## config.mk

```make
export PLATFORM = sky130hd
export DESIGN_NAME = fifo_queue_with_keyed_removal_unit_flat
export DESIGN_NICKNAME = d
export VERILOG_FILES = /design/src/sv/fqkr_pkg.sv /design/src/sv/fqkr_if.sv /design/src/sv/fifo_queue_with_keyed_removal_unit.sv /design/src/sv/fqkr_cell.sv /design/src/flat_wrapper.sv
export VERILOG_INCLUDE_DIRS = /design/src /design/src/sv
export SDC_FILE = /design/constraint.sdc
export NUM_CORES = 1
export LEC_CHECK = 0
export BUFFER_PORTS_ARGS = -buffer_cell sky130_fd_sc_hd__buf_4
export CORE_MARGIN = 3
export CORE_UTILIZATION = 70
export CTS_BUF_LIST = sky130_fd_sc_hd__clkbuf_4
export CTS_CLUSTER_DIAMETER = 40
export DETAILED_ROUTE_END_ITERATION = 10
export PLACE_DENSITY = 0.88
export SETUP_SLACK_MARGIN = 0.02
export SLEW_MARGIN = 40
export SYNTH_ARGS = -nofsm -noshare
export SYNTH_HDL_FRONTEND = slang
export SYNTH_SLANG_ARGS = --single-unit
export TNS_END_PERCENT = 1
```

## constraint.sdc

```tcl
create_clock -name clk -period 12.7 [get_ports clk]
set_input_delay 2.54 -clock clk [delete_from_list [all_inputs] [get_ports clk]]
set_output_delay 2.54 -clock clk [all_outputs]
set_load 0.05 [all_outputs]
```

## src/sv/fifo_queue_with_keyed_removal_unit_macros.svh

```systemverilog
// Assertion macros shared by the keyed-removal queue RTL.
`ifndef FIFO_QUEUE_WITH_KEYED_REMOVAL_UNIT_MACROS_SVH
`define FIFO_QUEUE_WITH_KEYED_REMOVAL_UNIT_MACROS_SVH

// Same-cycle implication, checked on every rising edge outside reset.
`define FQKR_ASSERT_NOW(label, ante, cons) \
  label: assert property (@(posedge clk) disable iff (rst) (ante) |-> (cons)) \
    else $error("queue check failed in the same cycle");

// Next-cycle implication, checked on every rising edge outside reset.
`define FQKR_ASSERT_NEXT(label, ante, cons) \
  label: assert property (@(posedge clk) disable iff (rst) (ante) |=> (cons)) \
    else $error("queue check failed one cycle later");

`endif

```

## src/sv/fqkr_pkg.sv

```systemverilog
// Package with types and constants of the keyed-removal queue.
`default_nettype none
package fqkr_pkg;

  localparam int QUEUE_DEPTH = 16;
  localparam int PID_W       = 16;
  localparam int OP_W        = 2;
  localparam int STATUS_W    = 2;
  localparam int COUNT_W     = $clog2(QUEUE_DEPTH + 1);

  typedef enum logic [OP_W-1:0] {
    OP_ENQ   = 2'd0,
    OP_DEQ   = 2'd1,
    OP_PURGE = 2'd2
  } op_t;

  typedef enum logic [STATUS_W-1:0] {
    ST_OK       = 2'd0,
    ST_FULL     = 2'd1,
    ST_EMPTY    = 2'd2,
    ST_NOTFOUND = 2'd3
  } status_t;

  // Command broadcast to every cell of the chain in the cycle of a transfer.
  typedef struct packed {
    logic             enq;
    logic             deq;
    logic             purge;
    logic [PID_W-1:0] key;
  } cell_ctrl_t;

endpackage
`default_nettype wire

```

## src/sv/fqkr_if.sv

```systemverilog
// Request and response channel interfaces of the keyed-removal queue.
`default_nettype none
interface fqkr_req_if;
  logic                          valid;
  logic                          ready;
  logic [fqkr_pkg::OP_W-1:0]     operation;
  logic [fqkr_pkg::PID_W-1:0]    pid;

  modport source (output valid, output operation, output pid, input ready);
  modport sink   (input valid, input operation, input pid, output ready);
endinterface

interface fqkr_rsp_if #(
  parameter int COUNT_W = fqkr_pkg::COUNT_W
);
  logic                            valid;
  logic                            ready;
  logic [fqkr_pkg::STATUS_W-1:0]   status;
  logic [fqkr_pkg::PID_W-1:0]      pid_out;
  logic [COUNT_W-1:0]              count;
  logic                            is_empty;

  modport source (output valid, output status, output pid_out, output count,
                  output is_empty, input ready);
  modport sink   (input valid, input status, input pid_out, input count,
                  input is_empty, output ready);
endinterface
`default_nettype wire

```

## src/sv/fifo_queue_with_keyed_removal_unit.sv

```systemverilog
// Top level of the queue of process identifiers with removal by key.
// Latency: the response appears in the cycle after the request transfer.
// Throughput: one operation per cycle unless a response waits; the compare and
// hit ripple through the cell chain sets the clock period, one cell per entry.
// Reset: synchronous rst empties the queue and drops a pending response;
// entry data is not cleared, only the per-cell valid bits.
`default_nettype none
`include "fifo_queue_with_keyed_removal_unit_macros.svh"
module fifo_queue_with_keyed_removal_unit #(
  parameter int QUEUE_DEPTH = fqkr_pkg::QUEUE_DEPTH
) (
  input  wire logic   clk,
  input  wire logic   rst,
  fqkr_req_if.sink    req,
  fqkr_rsp_if.source  rsp
);

  localparam int CountW = $clog2(QUEUE_DEPTH + 1);

  // Entries sit packed from cell 0 (the head) toward the tail; the valid bits
  // form a thermometer code, and the cell chain carries a hit flag from the
  // head so only the match nearest the head is removed.
  fqkr_pkg::cell_ctrl_t          ctrl;
  logic [QUEUE_DEPTH-1:0]        valid_vec;
  logic [fqkr_pkg::PID_W-1:0]    data_vec  [QUEUE_DEPTH];
  logic [QUEUE_DEPTH-1:0]        first_vec;
  logic [QUEUE_DEPTH:0]          hit_chain;
  logic [CountW-1:0]             occ;
  logic [CountW-1:0]             occ_next;
  logic                          accept;
  logic                          full;
  logic                          has_head;
  logic [fqkr_pkg::PID_W-1:0]    purge_pid;
  logic [fqkr_pkg::STATUS_W-1:0] status_next;
  logic [fqkr_pkg::PID_W-1:0]    pid_out_next;

  // The response register frees itself in the cycle it is taken, so a new
  // request transfer can follow every cycle.
  assign req.ready = !rsp.valid || rsp.ready;
  assign accept    = req.valid && req.ready;

  assign full     = valid_vec[QUEUE_DEPTH-1];
  assign has_head = valid_vec[0];

  always_comb begin
    ctrl.enq   = accept && (req.operation == fqkr_pkg::OP_ENQ);
    ctrl.deq   = accept && (req.operation == fqkr_pkg::OP_DEQ);
    ctrl.purge = accept && (req.operation == fqkr_pkg::OP_PURGE);
    ctrl.key   = req.pid;
  end

  assign hit_chain[0] = 1'b0;

  for (genvar i = 0; i < QUEUE_DEPTH; i++) begin : g_cell
    logic                       prev_valid;
    logic                       next_valid;
    logic [fqkr_pkg::PID_W-1:0] next_data;

    if (i == 0) begin : g_head
      assign prev_valid = 1'b1;
    end else begin : g_body
      assign prev_valid = valid_vec[i-1];
    end

    if (i == QUEUE_DEPTH - 1) begin : g_tail
      assign next_valid = 1'b0;
      assign next_data  = '0;
    end else begin : g_inner
      assign next_valid = valid_vec[i+1];
      assign next_data  = data_vec[i+1];
    end

    fqkr_cell u_cell (
      .clk        (clk),
      .rst        (rst),
      .ctrl       (ctrl),
      .prev_valid (prev_valid),
      .next_valid (next_valid),
      .next_data  (next_data),
      .hit_in     (hit_chain[i]),
      .valid      (valid_vec[i]),
      .data       (data_vec[i]),
      .hit_out    (hit_chain[i+1]),
      .first      (first_vec[i])
    );
  end

  // At most one cell flags the first match, so an OR over the gated entries
  // picks out the identifier being purged.
  always_comb begin
    purge_pid = '0;
    for (int i = 0; i < QUEUE_DEPTH; i++) begin
      purge_pid = purge_pid | (first_vec[i] ? data_vec[i] : '0);
    end
  end

  always_comb begin
    status_next  = fqkr_pkg::ST_OK;
    pid_out_next = '0;
    occ_next     = occ;
    unique case (req.operation)
      fqkr_pkg::OP_ENQ: begin
        if (full) begin
          status_next = fqkr_pkg::ST_FULL;
        end else begin
          occ_next = occ + CountW'(1);
        end
      end
      fqkr_pkg::OP_DEQ: begin
        if (!has_head) begin
          status_next = fqkr_pkg::ST_EMPTY;
        end else begin
          pid_out_next = data_vec[0];
          occ_next     = occ - CountW'(1);
        end
      end
      fqkr_pkg::OP_PURGE: begin
        if (!hit_chain[QUEUE_DEPTH]) begin
          status_next = fqkr_pkg::ST_NOTFOUND;
        end else begin
          pid_out_next = purge_pid;
          occ_next     = occ - CountW'(1);
        end
      end
      default: begin
        // The unused code leaves the queue alone and reports the occupancy.
      end
    endcase
  end

  always_ff @(posedge clk) begin
    if (rst) begin
      occ       <= '0;
      rsp.valid <= 1'b0;
    end else begin
      if (accept) begin
        occ       <= occ_next;
        rsp.valid <= 1'b1;
      end else if (rsp.ready) begin
        rsp.valid <= 1'b0;
      end
    end
  end

  always_ff @(posedge clk) begin
    if (accept) begin
      rsp.status   <= status_next;
      rsp.pid_out  <= pid_out_next;
      rsp.count    <= occ_next;
      rsp.is_empty <= (occ_next == '0);
    end
  end

  // The occupancy counter and the valid thermometer must agree.
  `FQKR_ASSERT_NOW(a_count_matches_cells, 1'b1, $countones(valid_vec) == occ)
  // Entries stay packed toward the head.
  `FQKR_ASSERT_NOW(a_cells_packed, 1'b1, ((valid_vec >> 1) & ~valid_vec) == '0)
  // After any enqueue the queue cannot be empty.
  `FQKR_ASSERT_NEXT(a_enq_not_empty, ctrl.enq, rsp.valid && !rsp.is_empty)
  // The empty flag follows the reported count.
  `FQKR_ASSERT_NOW(a_empty_flag, rsp.valid, rsp.is_empty == (rsp.count == '0))

endmodule
`default_nettype wire

```

## src/sv/fqkr_cell.sv

```systemverilog
// One slot of the queue: holds an entry, compares it and shifts toward the head.
`default_nettype none
module fqkr_cell (
  input  wire logic                        clk,
  input  wire logic                        rst,
  input  wire fqkr_pkg::cell_ctrl_t        ctrl,
  input  wire logic                        prev_valid,
  input  wire logic                        next_valid,
  input  wire logic [fqkr_pkg::PID_W-1:0]  next_data,
  input  wire logic                        hit_in,
  output logic                             valid,
  output logic [fqkr_pkg::PID_W-1:0]       data,
  output logic                             hit_out,
  output logic                             first
);

  logic match;
  logic shift;
  logic load;

  always_comb begin
    match   = ctrl.purge && valid && (data == ctrl.key);
    first   = match && !hit_in;
    hit_out = hit_in || match;
    // Every cell at or behind the removed slot takes its neighbor's entry.
    shift   = ctrl.deq || (ctrl.purge && hit_out);
    // The first empty slot takes a new entry.
    load    = ctrl.enq && !valid && prev_valid;
  end

  always_ff @(posedge clk) begin
    if (rst) begin
      valid <= 1'b0;
    end else if (shift) begin
      valid <= next_valid;
    end else if (load) begin
      valid <= 1'b1;
    end
  end

  always_ff @(posedge clk) begin
    if (shift) begin
      data <= next_data;
    end else if (load) begin
      data <= ctrl.key;
    end
  end

endmodule
`default_nettype wire
```

## src/flat_wrapper.sv

```systemverilog
// flat-port wrapper written by rule: the top's interface ports become plain ports
module fifo_queue_with_keyed_removal_unit_flat 
#(
  parameter int QUEUE_DEPTH = fqkr_pkg::QUEUE_DEPTH
)
  (clk, rst, req_valid, req_operation, req_pid, req_ready, rsp_valid, rsp_status, rsp_pid_out, rsp_count, rsp_is_empty, rsp_ready);
  fqkr_req_if req_i ();
  fqkr_rsp_if rsp_i ();
  input  wire logic clk;
  input  wire logic rst;
  input wire logic [$bits(req_i.valid)-1:0] req_valid;
  input wire logic [$bits(req_i.operation)-1:0] req_operation;
  input wire logic [$bits(req_i.pid)-1:0] req_pid;
  output wire logic [$bits(req_i.ready)-1:0] req_ready;
  output wire logic [$bits(rsp_i.valid)-1:0] rsp_valid;
  output wire logic [$bits(rsp_i.status)-1:0] rsp_status;
  output wire logic [$bits(rsp_i.pid_out)-1:0] rsp_pid_out;
  output wire logic [$bits(rsp_i.count)-1:0] rsp_count;
  output wire logic [$bits(rsp_i.is_empty)-1:0] rsp_is_empty;
  input wire logic [$bits(rsp_i.ready)-1:0] rsp_ready;
  assign req_i.valid = req_valid;
  assign req_i.operation = req_operation;
  assign req_i.pid = req_pid;
  assign req_ready = req_i.ready;
  assign rsp_valid = rsp_i.valid;
  assign rsp_status = rsp_i.status;
  assign rsp_pid_out = rsp_i.pid_out;
  assign rsp_count = rsp_i.count;
  assign rsp_is_empty = rsp_i.is_empty;
  assign rsp_i.ready = rsp_ready;
  fifo_queue_with_keyed_removal_unit #(.QUEUE_DEPTH(QUEUE_DEPTH)) u_core (.clk(clk), .rst(rst), .req(req_i), .rsp(rsp_i));
endmodule
```

==> summary.md, run 1 <==
| Metric | Value |
|---|---|
| Status | `complete, no violations` |
| Synth top area cells | `edfxtp_1, mux2_2, xor2_1` |
| Post-synth EDFFs | `264` |
| Type of the most critical hold path | `flop to flop` |
| Top-area cell type share of the netlist area | `40.71%` |
| RSZ-0062 raised after global routing | `false` |
| Startpoint Class | `primary input` |
| Layout cell share with drive strength beyond 1 | `26.48%` |
| Final HPWL DP | `41.75 mm` |
| Setup Skew | `69.74 ps` |
| Hold Buf Count CTS | `0` |
| Setup bufs post-CTS | `0` |
| Std-Cell Rows | `60` |
| Top FF cell, synth | `edfxtp_1` |
| GP Congestion | `1.109` |
| Starting Density | `71.66%` |
| Final ANT Viol Nets | `0` |
| Iteration-0 DRC Markers | `2603` |
| Syn nets | `1768` |
| Max FO, Critical Path | `21` |
| Tcrit/Tclk final | `56.18%` |
| Synthesized flop and latch total | `302` |
| Vias per inst | `7.201` |
| FMAX | `140.2 MHz` |
| Drt drc | `0` |
| Final setup violation count | `0` |
| Vias in the first global route | `15133` |
| Synthesized cell area | `0.01947 mm^2` |
| Mean Syn Cell Area | `11.19 um^2` |
| Element type at the critical path end | `flop` |
| Ys async rst share | `0%` |
| Core area | `0.02718 mm^2` |
| Clk_lat worst skew | `750 ps` |
| Crit path time final | `7135 ps` |
| Synth Instances | `1740` |
| First-pass GRT wire length | `92.74 mm` |
| Clock slew at reported path FFs | `70 ps` |
| Max-cap violations | `0` |
| Pwr/cell area | `114.9 mW/mm^2` |
| Die X | `172.8 um` |
| Yosys cell types | `75` |
| Clk buf depth | `3` |
| Pin slew with the least headroom to its limit | `909.7 ps` |
| Wire per inst | `28.06 um` |
| CTS-repair resized insts | `0` |
| Clock root cell | `clkbuf_4` |
| CTS Buf Count | `78` |
| Fin Setup TNS | `0 ps` |
| Slew margin rel. | `39.35%` |
| Leak pwr | `7.172 nW` |
| Gr ovfl total | `0` |
| Syn-to-layout area delta | `6.135%` |
| CTS sink cnt | `302` |
| TritonCTS clock tree | `yes` |
| Post-layout nets | `1775` |
| Utilization after layout | `76.06%` |
| Worst setup path category | `primary input to flop` |
| Final hold viol count | `0` |
| Highest ir drop seen on vdd | `0.08956 mV` |
| # IOs | `48` |
| Crit path DAT | `7540 ps` |
| GRT Util Overall | `40.31%` |
| Total wire length | `61.24 mm` |
| CP required | `13110 ps` |
| Largest net degree at the start of global routing | `37` |
| Vias | `15712` |
| Register area share after synthesis | `44.61%` |
| Max-slew violation count | `0` |
| Router iterations before antenna repair | `9` |
| Die area | `0.02986 mm^2` |
| Max H-tree Level | `3` |
| Port Buffers | `47` |
| Yosys warning total | `0` |
| Synth area leader | `edfxtp_1` |
| Initial antenna violation count | `2` |
| Die Ht | `172.8 um` |
==> cells in the final DEF, fill, tap and decap left out, drive strengths merged, types with 6 or more instances in the layout <==
master	n
nor3b	10
inv	51
edfxtp	264
nor3	61
and3	10
a22oi	19
a221oi	32
o21ai	26
o2bb2ai	15
nand2	126
a21oi	70
and4	7
nand4	34
a211oi	12
nor2b	7
xor2	158
a222oi	32
dfxtp	38
o21bai	9
ha	6
nand3	38
or2	22
clkbuf	117
nor4	59
nor2	43
or3b	10
mux2	225
a31oi	16
or3	9
or4	14
xnor2	102
buf	73
nor4b	11
mux2i	18
and2	6
clkinv	22
==> logic make-up after synthesis <==
logic type      share of synthesized area, %
compound gates                         9.277
xor+xnor                               11.89
fa+ha+maj                             0.3855
buf+inv                                5.930
flops                                  44.61
mux                                    14.07
simple gates                           13.84
==> routing by layer <==
layer	vias up	track usage, %	share of wire [%]
met1	7455	52.88	36
met5	-	0	0
met2	1351	61.44	45
met3	310	9.618	13
li1	6596	-	-
met4	0	23.78	6.9
==> critical path: stages <==
cell and delay [ps]:
buf_4 120, inv_1 70, ha_1 230, and2_1 170
and2_1 490, nand4_2 510, or2_1 600, nand2_1 690
or2_2 550, or3_1 430, or2_1 650, o21bai_1 210
buf_4 250
==> per-stage QoR <==
step | cell area (um^2) | cells | power [mW] | worst slack (ps) | hold slack, ps
6_report | 20670 | 2182 | 2.374 | 5565 | 520.6
5_1_grt | 20670 | 2182 | 2.449 | 5349 | 536.1
4_1_cts | 20620 | 2179 | 2.367 | 5220 | 511.5
3_5_place_dp | 19590 | 2037 | 1.490 | 4475 | 501.4
3_3_place_gp | 19550 | 2037 | 1.479 | 4566 | 489.9
2_1_floorplan | 19470 | 1740 | 1.412 | 6416 | 469.4
==> Yosys cell counts (8+ instances only) <==
master / count
xor2_1: 154
nor2_1: 43
buf_2: 37
or3_1: 8
a31oi_1: 16
nand4_1: 32
nor3_1: 58
a221oi_1: 23
or2_1: 10
or3b_2: 10
buf_4: 27
mux2_2: 203
mux2i_1: 18
or2_2: 12
dfxtp_1: 38
inv_1: 51
nor4_1: 58
a222oi_1: 32
o2bb2ai_1: 15
nand2_1: 125
mux2_1: 15
a211oi_1: 11
and3_1: 10
nor4b_1: 11
xnor2_1: 101
o21bai_1: 9
buf_6: 16
a22oi_1: 19
edfxtp_1: 264
nand3_1: 38
or4_1: 12
o21ai_0: 26
a21oi_1: 70
a221oi_2: 9
clkbuf_1: 55
==> sequential cells by signal, summed over array words and instances, names as in the netlist <==
name,cells
u_core.g_cell.u_cell.data,256
u_core.occ,5
u_core.g_cell.u_cell.valid,16
u_core.rsp.status,2
u_core.rsp.valid,1
u_core.rsp.is_empty,1
u_core.rsp.count,5
u_core.rsp.pid_out,16
==> area by class of cell <==
class                   instances  area [um^2]
well taps                     372        465.4
flip-flops and latches        302         8688
repair buffers                 74        556.8
multi-input cells            1240         9727
clock buffers                 116        870.8
diodes                          1        2.502
clock inverters                26        167.7
fillers                      1847         6506
inverters                      51        191.4
==> worst paths after layout <==
| kind | to | depth (start not counted) | start | slack (ps) |
|---|---|---|---|---|
| min | u_core.g_cell[15].u_cell.data[15] | 2 | u_core.g_cell[15].u_cell.data[15] | 520 |
| max reg2reg | u_core.g_cell[5].u_cell.data[8] | 10 | u_core.rsp.valid | 7430 |
| min reg2reg | u_core.g_cell[15].u_cell.data[15] | 2 | u_core.g_cell[15].u_cell.data[15] | 520 |
| max | u_core.g_cell[5].u_cell.data[8] | 13 | req_operation[0] | 5570 |
==> report_power, final <==
group          switching (mW)  internal, mW
Combinational           0.188         0.120
Sequential             0.0470          1.13
Clock                   0.431         0.462
Total                   0.666          1.71
Note: power is estimated with default switching activity, not from simulation.
==> inputs of run 2 (changes only) <==
Settings changed: CORE_UTILIZATION 70 to 59, PLACE_DENSITY 0.88 to 0.79.
Clock period 12.7 ns to 6.4 ns, I/O delays scaled along.
==> run 2 against run 1 <==
Effect of this change:
- global-route usage shrank 3.8 points
- power grew 100%
- design area grew 1.2%
- critical path depth grew 1
- sequential power grew 100%
- non-clock buffer count grew 19
- final cell count grew 4.4%
==> summary.md, run 2 (synthesized netlist as in run 1, its figures left out) <==
| Metric | Value |
|---|---|
| Gr ovfl total | `0 (unchanged)` |
| WP buf/inv | `4 (was 3)` |
| Post-Layout Cell Count | `2278 (was 2182)` |
| CTS sink cnt | `302 (unchanged)` |
| Largest register by flop count | `u_core.g_cell.u_cell.data (unchanged)` |
| Core area | `0.03204 mm^2 (was 0.02718 mm^2)` |
| Clk buf depth | `3 (unchanged)` |
| Max reg flops | `256 (unchanged)` |
| Worst setup path category | `primary input to flop (unchanged)` |
| Status | `complete, no violations (unchanged)` |
| CP required | `6920 ps (was 13110 ps)` |
| Leak pwr | `7.321 nW (was 7.172 nW)` |
| Pin slew with the least headroom to its limit | `857.4 ps (was 909.7 ps)` |
| Wire per inst | `28.96 um (was 28.06 um)` |
| Tcrit/Tclk final | `73.88%` |
| Max FO, Critical Path | `21 (unchanged)` |
| FMAX | `211.5 MHz` |
| Layout filler cell count | `2504 (was 1847)` |
| Slowest CP cell | `nor4_1 (was nand2_1)` |
| Largest net degree at the start of global routing | `37 (unchanged)` |
| GP Congestion | `1.035 (was 1.109)` |
| CTS-repair resized insts | `0 (unchanged)` |
| Std-Cell Rows | `65 (was 60)` |
| Vias | `15939 (was 15712)` |
| Setup ws final | `1672 ps (was 5565 ps)` |
| Design area | `0.02093 mm^2 (was 0.02067 mm^2)` |
| Regs by FF count | `u_core.g_cell.u_cell.data x256, u_core.g_cell.u_cell.valid x16, u_core.rsp.pid_out x16 (unchanged)` |
| Starting Density | `60.78% (was 71.66%)` |
| Max-slew violation count | `0 (unchanged)` |
| Clock root cell | `clkbuf_4 (unchanged)` |
| Die Ht | `187.7 um (was 172.8 um)` |
| CP dominant cell by count | `buf_4` |
| Commonest non-fill, non-tap cell in the layout | `edfxtp_1 (unchanged)` |
| Max H-tree Level | `3 (unchanged)` |
| Startpoint Class | `primary input (unchanged)` |
| Iteration-0 DRC Markers | `2555 (was 2603)` |
| Setup bufs post-CTS | `0 (unchanged)` |
| Total wire length | `65.97 mm (was 61.24 mm)` |
| TritonCTS clock tree | `yes (unchanged)` |
| RSZ-0062 raised after global routing | `false (unchanged)` |
| Final hold viol count | `0 (unchanged)` |
| Pwr Total | `4.849 mW (was 2.374 mW)` |
| Clk_lat worst skew | `780 ps (was 750 ps)` |
| Slew margin rel. | `42.31% (was 39.35%)` |
| Drt drc | `0 (unchanged)` |
| CP Cell Sequence | `buf_4 -> inv_1 -> ha_1 -> and2_1 -> nand2_1 -> buf_4 -> nor4_1 -> nor4_1 -> nand4_1 -> buf_4 -> or3b_2 -> a41oi_1 -> a211oi_1 -> and4_1 (was buf_4 -> inv_1 -> ha_1 -> and2_1 -> and2_1 -> nand4_2 -> or2_1 -> nand2_1 -> or2_2 -> or3_1 -> or2_1 -> o21bai_1 -> buf_4)` |
| Hold Buf Count CTS | `0 (unchanged)` |
| Setup Skew | `37.28 ps (was 69.74 ps)` |
| Max-cap violations | `0 (unchanged)` |
| # IOs | `48 (unchanged)` |
| Syn-to-layout area delta | `7.459% (was 6.135%)` |
| Crit path DAT | `5240 ps (was 7540 ps)` |
| GRT Util Overall | `36.54% (was 40.31%)` |
| Vias per inst | `6.997 (was 7.201)` |
| DP Area | `0.01978 mm^2 (was 0.01959 mm^2)` |
| CTS Buf Count | `84 (was 78)` |
| Final ANT Viol Nets | `0 (unchanged)` |
| Port Buffers | `47 (unchanged)` |
| Layout cell share with drive strength beyond 1 | `27.45% (was 26.48%)` |
| Router iterations before antenna repair | `11 (was 9)` |
| Crit-path max cell delay | `780 ps (was 690 ps)` |
| Element type at the critical path end | `flop (unchanged)` |
| Most frequent cells in the layout | `edfxtp_1, mux2_2, xor2_1, clkbuf_4, nand2_1 (was edfxtp_1, mux2_2, xor2_1, nand2_1, clkbuf_4)` |
| Vias in the first global route | `15685 (was 15133)` |
| Placed cells | `2121 (was 2037)` |
| Type of the most critical hold path | `flop to flop (unchanged)` |
| Fin Setup TNS | `0 ps (unchanged)` |
| Die area | `0.03522 mm^2 (was 0.02986 mm^2)` |
| Clock slew at reported path FFs | `60 ps (was 70 ps)` |
| Final setup violation count | `0 (unchanged)` |
| Crit path max-delay family | `simple AND/OR/NAND/NOR gates (unchanged)` |
| Initial antenna violation count | `3 (was 2)` |
| Post-layout nets | `1800 (was 1775)` |
| Pwr/cell area | `231.7 mW/mm^2 (was 114.9 mW/mm^2)` |
| Highest ir drop seen on vdd | `0.1775 mV (was 0.08956 mV)` |
| Crit path time final | `4728 ps` |
| Die X | `187.7 um (was 172.8 um)` |
| Final HPWL DP | `45.30 mm (was 41.75 mm)` |
| First-pass GRT wire length | `97.89 mm (was 92.74 mm)` |
| Pre-CTS WS | `873.7 ps (was 4475 ps)` |
[run 2: worst reg2reg max path, delay by kind of cell, from the launching register on]
family,cells,cell delay [ps]
DFF,1,330
and+or+nand+nor,7,2570
AOI/OAI and AO/OA,2,370
buffers and inverters,2,650
[run 2: routing by layer]
layer | track usage (%) | wire, um | vias up
met1 | 47.44 | 24720 | 7626
met5 | 0 | 13 | -
met4 | 21.15 | 4441 | 2
met2 | 56.47 | 29230 | 1310
li1 | - | - | 6655
met3 | 8.245 | 7569 | 346
[run 2: final timing paths]
kind | start | to | slack, ps | depth (start not counted)
setup / recovery | req_operation[0] | u_core.rsp.is_empty | 1670 | 14
hold / removal | u_core.g_cell[15].u_cell.data[4] | u_core.g_cell[15].u_cell.data[4] | 530 | 2
setup reg to reg | u_core.rsp.valid | u_core.rsp.is_empty | 2230 | 11
hold reg to reg | u_core.g_cell[15].u_cell.data[4] | u_core.g_cell[15].u_cell.data[4] | 530 | 2
[run 2: area by class of cell]
| type | instances | area (um^2) | share of cell area [%] |
|---|---|---|---|
| Multi-Input combinational cell | 1240 | 9661 | 46.16 |
| Tap cell | 435 | 544.3 | 2.601 |
| Sequential cell | 302 | 8688 | 41.52 |
| Inverter | 51 | 191.4 | 0.9147 |
| Antenna cell | 3 | 7.507 | 0.03587 |
| Timing Repair Buffer | 93 | 698.2 | 3.336 |
| Clock inverter | 20 | 131.4 | 0.6278 |
| Clock buffer | 134 | 1006 | 4.807 |
[run 2: report_power, final]
group | internal (mW) | switching, mW
registers | 2.24 | 0.105
logic | 0.239 | 0.378
clock network | 1.03 | 0.862
[run 2: metrics by stage]
stage / hold WS, ps / utilization [%]
2_1_floorplan: 469.4 / -
3_3_place_gp: 488.8 / 61.69
3_5_place_dp: 504.8 / 61.72
4_1_cts: 513.5 / 65.27
5_1_grt: 538.8 / 65.31
6_report: 525.1 / 65.31
